**config.mk**
```make
export PLATFORM = sky130hd
export DESIGN_NAME = nnrs_div
export DESIGN_NICKNAME = d
export VERILOG_FILES = /design/src/nnrs_pkg.sv /design/src/nnrs_div.sv
export SDC_FILE = /design/constraint.sdc
export NUM_CORES = 1
export LEC_CHECK = 0
export ABC_AREA = 1
export BUFFER_PORTS_ARGS = -buffer_cell sky130_fd_sc_hd__buf_4
export CAP_MARGIN = 20
export CORE_UTILIZATION = 30
export CTS_CLUSTER_SIZE = 16
export DETAILED_ROUTE_END_ITERATION = 10
export PLACE_DENSITY_LB_ADDON = 0.2
export SETUP_SLACK_MARGIN = 0.4
export SLEW_MARGIN = 20
export SYNTH_ARGS = -nofsm -noshare
export SYNTH_HDL_FRONTEND = slang
export SYNTH_SLANG_ARGS = --single-unit
```
**constraint.sdc**
```tcl
create_clock -name clk -period 4.9 [get_ports clk]
set_clock_uncertainty 0.05 [all_clocks]
set_input_delay 0.98 -clock clk [delete_from_list [all_inputs] [get_ports clk]]
set_output_delay 0.98 -clock clk [all_outputs]
set_load 0.05 [all_outputs]
```
**src/nnrs_pkg.sv**
```systemverilog
`timescale 1ns / 1ps

package nnrs_pkg;

  // Register and position widths
  localparam int DIM_W       = 12;
  localparam int POS_W       = 11;
  localparam int CH_W        = 8;
  localparam int PIX_W       = 3 * CH_W;
  localparam int MAX_WIDTH   = 2048;
  localparam int MAX_HEIGHT  = 2048;
  localparam int MAX_RATIO   = 16;
  localparam int RESULT_CAP  = 16;
  localparam int ADDR_W      = $clog2(MAX_WIDTH);
  localparam int CAP_W       = $clog2(RESULT_CAP);
  localparam int RATIO_W     = DIM_W + $clog2(MAX_RATIO) + 1;
  localparam int DIV_CNT_W   = $clog2(DIM_W + 1);
  localparam int CFG_IDX_W   = 2;

  // Register indexes
  localparam logic [CFG_IDX_W-1:0] REG_SOURCE_WIDTH  = 2'd0;
  localparam logic [CFG_IDX_W-1:0] REG_SOURCE_HEIGHT = 2'd1;
  localparam logic [CFG_IDX_W-1:0] REG_TARGET_WIDTH  = 2'd2;
  localparam logic [CFG_IDX_W-1:0] REG_TARGET_HEIGHT = 2'd3;

  // Input function codes
  localparam logic FUNC_PIXEL = 1'b0;
  localparam logic FUNC_DRAIN = 1'b1;

  // Result status codes
  localparam logic [1:0] STATUS_PIXEL  = 2'd0;
  localparam logic [1:0] STATUS_REJECT = 2'd1;
  localparam logic [1:0] STATUS_RATIO  = 2'd2;

  typedef struct packed {
    logic            func;
    logic [CH_W-1:0] in_red;
    logic [CH_W-1:0] in_green;
    logic [CH_W-1:0] in_blue;
  } in_item_t;

  typedef struct packed {
    logic [CH_W-1:0]  out_red;
    logic [CH_W-1:0]  out_green;
    logic [CH_W-1:0]  out_blue;
    logic [POS_W-1:0] target_column;
    logic [POS_W-1:0] target_row;
    logic             last_of_run;
    logic             frame_done;
    logic [1:0]       status;
  } out_item_t;

  typedef enum logic [2:0] {
    ST_START,
    ST_DIV,
    ST_IDLE,
    ST_PROC,
    ST_EMIT,
    ST_FIN,
    ST_RDATA
  } state_t;

  // 0 reads as 1, anything above hi reads as hi
  function automatic logic [DIM_W-1:0] clamp_dim(input logic [DIM_W-1:0] v,
                                                 input logic [DIM_W-1:0] hi);
    logic [DIM_W-1:0] x;
    x = v;
    if (x == '0) x = DIM_W'(1);
    if (x > hi) x = hi;
    return x;
  endfunction

endpackage

```
**src/nnrs_div.sv**
```systemverilog
`timescale 1ns / 1ps

// Restoring divider, one quotient bit per cycle.
module nnrs_div (
  input  logic                        clk,
  input  logic                        rst,
  input  logic                        start,
  input  logic [nnrs_pkg::DIM_W-1:0]  dividend,
  input  logic [nnrs_pkg::DIM_W-1:0]  divisor,
  output logic                        busy,
  output logic [nnrs_pkg::DIM_W-1:0]  quotient,
  output logic [nnrs_pkg::POS_W-1:0]  remainder
);

  logic [nnrs_pkg::DIM_W-1:0]     rem;
  logic [nnrs_pkg::DIM_W-1:0]     quo;
  logic [nnrs_pkg::DIV_CNT_W-1:0] cnt;
  logic [nnrs_pkg::DIM_W:0]       shifted;
  logic [nnrs_pkg::DIM_W:0]       diff;
  logic                           fits;

  assign shifted = {rem, quo[nnrs_pkg::DIM_W-1]};
  assign fits    = shifted >= {1'b0, divisor};
  assign diff    = shifted - {1'b0, divisor};

  always_ff @(posedge clk) begin
    if (rst) begin
      busy <= 1'b0;
      cnt  <= '0;
    end else if (start) begin
      busy <= 1'b1;
      cnt  <= nnrs_pkg::DIV_CNT_W'(nnrs_pkg::DIM_W);
    end else if (busy) begin
      cnt <= cnt - nnrs_pkg::DIV_CNT_W'(1);
      if (cnt == nnrs_pkg::DIV_CNT_W'(1)) begin
        busy <= 1'b0;
      end
    end
  end

  always_ff @(posedge clk) begin
    if (start) begin
      rem <= '0;
      quo <= dividend;
    end else if (busy) begin
      rem <= fits ? diff[nnrs_pkg::DIM_W-1:0] : shifted[nnrs_pkg::DIM_W-1:0];
      quo <= {quo[nnrs_pkg::DIM_W-2:0], fits};
    end
  end

  // remainder is always below the divisor, which is at most 2048
  assign quotient  = quo;
  assign remainder = rem[nnrs_pkg::POS_W-1:0];

endmodule
```
Yosys cells after proc, flatten, opt, wreduce, memory -nomap -nowiden
Index checks and enable logic that the tools add are counted.

Bits in writable memories: 0. Input port bits: 27. Word-level logic and storage cells: 19. Memories: 0. Bits in latches: 0. Output and inout bits: 24. Memory bits (read-only): 0. Register bits after elaboration: 29.

Shift-type cells: 0. $add $sub $neg: 2. Reductions and logical operators: 2. Magnitude comparators: 1. Equal/unequal tests: 1. Multiply operators: 0. Multiplexer cells: 8. Div/mod/pow operators: 0. Bitwise operators: 0.

Operators with widths (count): two-way mux 12 bit (3); greater-or-equal comparator 13 x 12 -> 1 bit (1); subtractor 12 bit (1); two-way mux 4 bit (2); equality test 4 x 1 -> 1 bit, second input constant (1); subtractor 4 x 1 -> 4 bit, second input constant (1); two-way mux 1 bit (3); nonzero test 2 bit (1); OR reduction 2 bit (1).

Depth between registers and ports, before layout
Depth after elaboration: 4. Gate-level depth with buffers: 12.

Least setup slack after synthesis
No wires, ideal clock.

Path kind: input-to-reg. From: in divisor[7] in the netlist's numbering. To: reg quo, in the netlist quotient[0] (data pin). Data arrival time: 2.124 ns. Setup slack: 2.474 ns. Stages: 11. Buffers on the path: 1. Cells stage by stage: inv_1 ha_1 nand2_2 inv_1 nand2_1 nand2_1 a21oi_4 nand3_4 buf_6 nand2_1 nand2_1.

Word-level cells in the longest chain between the ends: 3.

Ends and longest elaborated chain: start, declared (line nnrs_div.sv:9) `input logic [nnrs_pkg::DIM_W-1:0] divisor,`; greater-or-equal comparator 13 x 12 -> 1 bit (line nnrs_div.sv:23) `assign fits = shifted >= {1'b0, divisor};`; two-way mux 12 bit (line nnrs_div.sv:45) `end else if (busy) begin`; two-way mux 12 bit (line nnrs_div.sv:42) `if (start) begin`; end signal, assigned (line nnrs_div.sv:44) `quo <= dividend;`; end signal, assigned (line nnrs_div.sv:47) `quo <= {quo[nnrs_pkg::DIM_W-2:0], fits};`; end, declared (line nnrs_div.sv:16) `logic [nnrs_pkg::DIM_W-1:0] quo;`.

Every way passes these cells. The select of a mux whose other input is x is not followed. A chain may end at the register's enable or synchronous reset.

Worst setup path in the final report
Same ends and word-level chain as after synthesis.

==> out/results.ini <==
[global_routing]
grt_max_degree = 17
grt_pass1_wl_um = 9160
grt.total_usage_pct = 15.3
grt_antenna_before_repair = 0
gr-total-overflow = 0
grt_pass1_vias = 1984

[cells_and_area]
final_nets = 410
nFillCells = 819
final_util_pct = 37.5
num_antenna_cells = 0
finalInstanceArea_um2 = 2710
drive_above_1_share_pct = 20.9
syn2layout_area_growth_pct = 21.3

[logic_synthesis]
ys_seq_area_share_pct = 31.4
ys_types = 32
synth_top_area_cell = nand2_1
synth_area_um2 = 2230
synthCells = 329
syn-num-nets = 371
ys_top_cells_by_area = nand2_1 (20%), edfxtp_1 (16%), dfxtp_1 (15%)
syn_avg_cell_area_um2 = 6.79
synth-seq-cells = 29
synth_warnings = 0
synth_top_cell_area_share_pct = 20.3

[setup_path]
crit_path_max_fanout = 14
timing_worst_setup_path_type = in2reg
path_buf_inv = 3
path_delay_family = simple AND/OR/NAND/NOR gates
cpPeakStageDelay_ps = 350
path_cells = buf_4, inv_1, ha_1, nand2_2, inv_1, nand2_1, nand2_1, a21oi_4, nand3_4, nand2_1, nand2_1
path_common_cell = nand2_1
end_kind = register
crit_arrival_ps = 2560
cp.required_ps = 4900
startpoint_type = primary input
slowest_stage = ha_1

[placed_design]
gp_congestion = 0.853
port_buffers = 50
placed_area_um2 = 2610
place_hpwl_um = 4070

[timing]
slew_headroom_pct = 39.8
setup_violations = 0
fin_hold_ws_ps = 439
period_share_pct = 52.2
tightest_slew_ps = 899
final.min_clock_period_ps = 2560
finalHoldViolCount = 0
max_clock_freq_ghz = 0.391
final_max_slew_viol_count = 0
setup_tns_ps = 0
rsz0062_at_grt = no

[detailed_routing]
drc_errors = 0
vias = 2073
drtIter0Drc = 94
postRouteAntennaNets = 0
routed-wl-met3_um = 321
dr.pass1.iters = 4
wl_per_cell_um = 11.2
wl_met1_um = 2540
top_layer = met4
routed_via_density = 4.43
wl_met2_um = 2340
routed_wirelength_um = 5260

[clock_tree]
ctsHoldBuffers = 0
cts.htree.levels = 2
cts-root-buf = clkbuf_8
clkTransAtPathRegs_ps = 70
cts_resized = 0
cts_buffers = 5
clock_latency_ps = 290
cts_sinks = 29
clock_path_buffers = 2
post_cts_buffers = 0
cts_tree = yes

[min_path]
hold_class = reg2reg

[floorplan]
die_w_um = 88.3
die_h_um = 88.3
start_util_pct = 31.0
die-area_um2 = 7790
core_um2 = 7210
rows = 31
top_level_ports = 51

[job]
maxCapViolations = 0

[pwr]
ir_drop_mv = 0.153
power_leakage_uw = 0.00145
powerDensity_nw_per_um2 = 242

[outcome]
status = finished, final reports clean

## flip-flops by register name, summed over array words and instances, names as in the netlist
name,cells
cnt,4
busy,1
quotient,12
rem,12
## worst register-to-register path, stage by stage, from the launching register on
cell and delay, ps:
dfxtp_1 400, ha_1 310, nand2_2 140, inv_1 50, nand2_1 50, nand2_1 90
a21oi_4 350, nand3_4 270, nand2_1 120, nand2_1 50
## cell families after synthesis
family | count (synthesis) | synth area share (%)
buffers and inverters | 75 | 15.1
adder cells (fa/ha/maj) | 15 | 8.74
AO/OA/AOI/OAI | 11 | 3.42
flip-flops | 29 | 31.4
XOR/XNOR | 6 | 2.35
AND/OR/NAND/NOR | 193 | 39.0
## final timing paths
path,startpoint,end,slack [ps],cells past startpoint
worst max-delay path,divisor[7],quotient[0],2340,11
worst min-delay path,rem[3],rem[3],440,2
worst max register to register,rem[6],quotient[0],2790,9
worst min register to register,rem[3],rem[3],440,2
## stage by stage
stage / std cells / total power [µW] / worst slack (ps)
2_1_floorplan: 329 / 392 / 2470
3_3_place_gp: 460 / 443 / 2080
3_5_place_dp: 460 / 444 / 2020
4_1_cts: 468 / 667 / 2350
5_1_grt: 468 / 693 / 2180
6_report: 468 / 656 / 2340
## cell type report
type                    count  area [µm²]  share of cell area (%)
well taps                  99         124                    4.57
inverters                  56         210                    7.76
repair buffers             51         383                    14.1
flip-flops and latches     29         701                    25.9
clock inverters             2        13.8                   0.508
multi-input cells         225        1190                    44.1
clock buffers               6        82.6                    3.05
## cell usage in the layout (no fill, tap or decap)
master      n
a211oi_1    1
a21boi_0    1
a21oi_1     3
a21oi_4     1
a311oi_1    1
a31oi_1     1
buf_4      51
clkbuf_8    6
clkinv_2    1
clkinv_4    1
dfxtp_1    17
edfxtp_1   12
fa_1        1
ha_1       14
inv_1      54
inv_2       2
nand2_1   121
nand2_2     3
nand3_1    22
nand3_2     5
nand3_4     1
nand3b_1    1
nand4_1    14
nor2_1     20
nor2_2      2
nor2_4      1
nor3_2      2
o21ai_0     2
o21ai_1     1
or2_2       1
xnor2_1     5
xor2_1      1
## metal layers
layer,vias to the layer above,global-route usage (%)
met4,0,4.84
met2,52,24.1
met1,918,20.4
met3,7,4.01
met5,-,0
li1,1096,-
## cells in the mapped netlist (all sizes together)
library cell	n
a311oi	1
nor2	23
nand2	124
o21ai	3
ha	14
clkbuf	3
nor3	2
edfxtp	12
nand3b	1
a21boi	1
buf	16
nand4	14
a21oi	4
fa	1
dfxtp	17
a31oi	1
xnor2	5
inv	56
or2	1
a211oi	1
xor2	1
nand3	28
## power by group
| part | switching, µW | internal, µW |
|---|---|---|
| clock | 105 | 114 |
| combinational | 102 | 55.9 |
| sequential | 11.0 | 269 |
| total | 217 | 439 |
No activity file was read; power rests on OpenSTA's default activity.
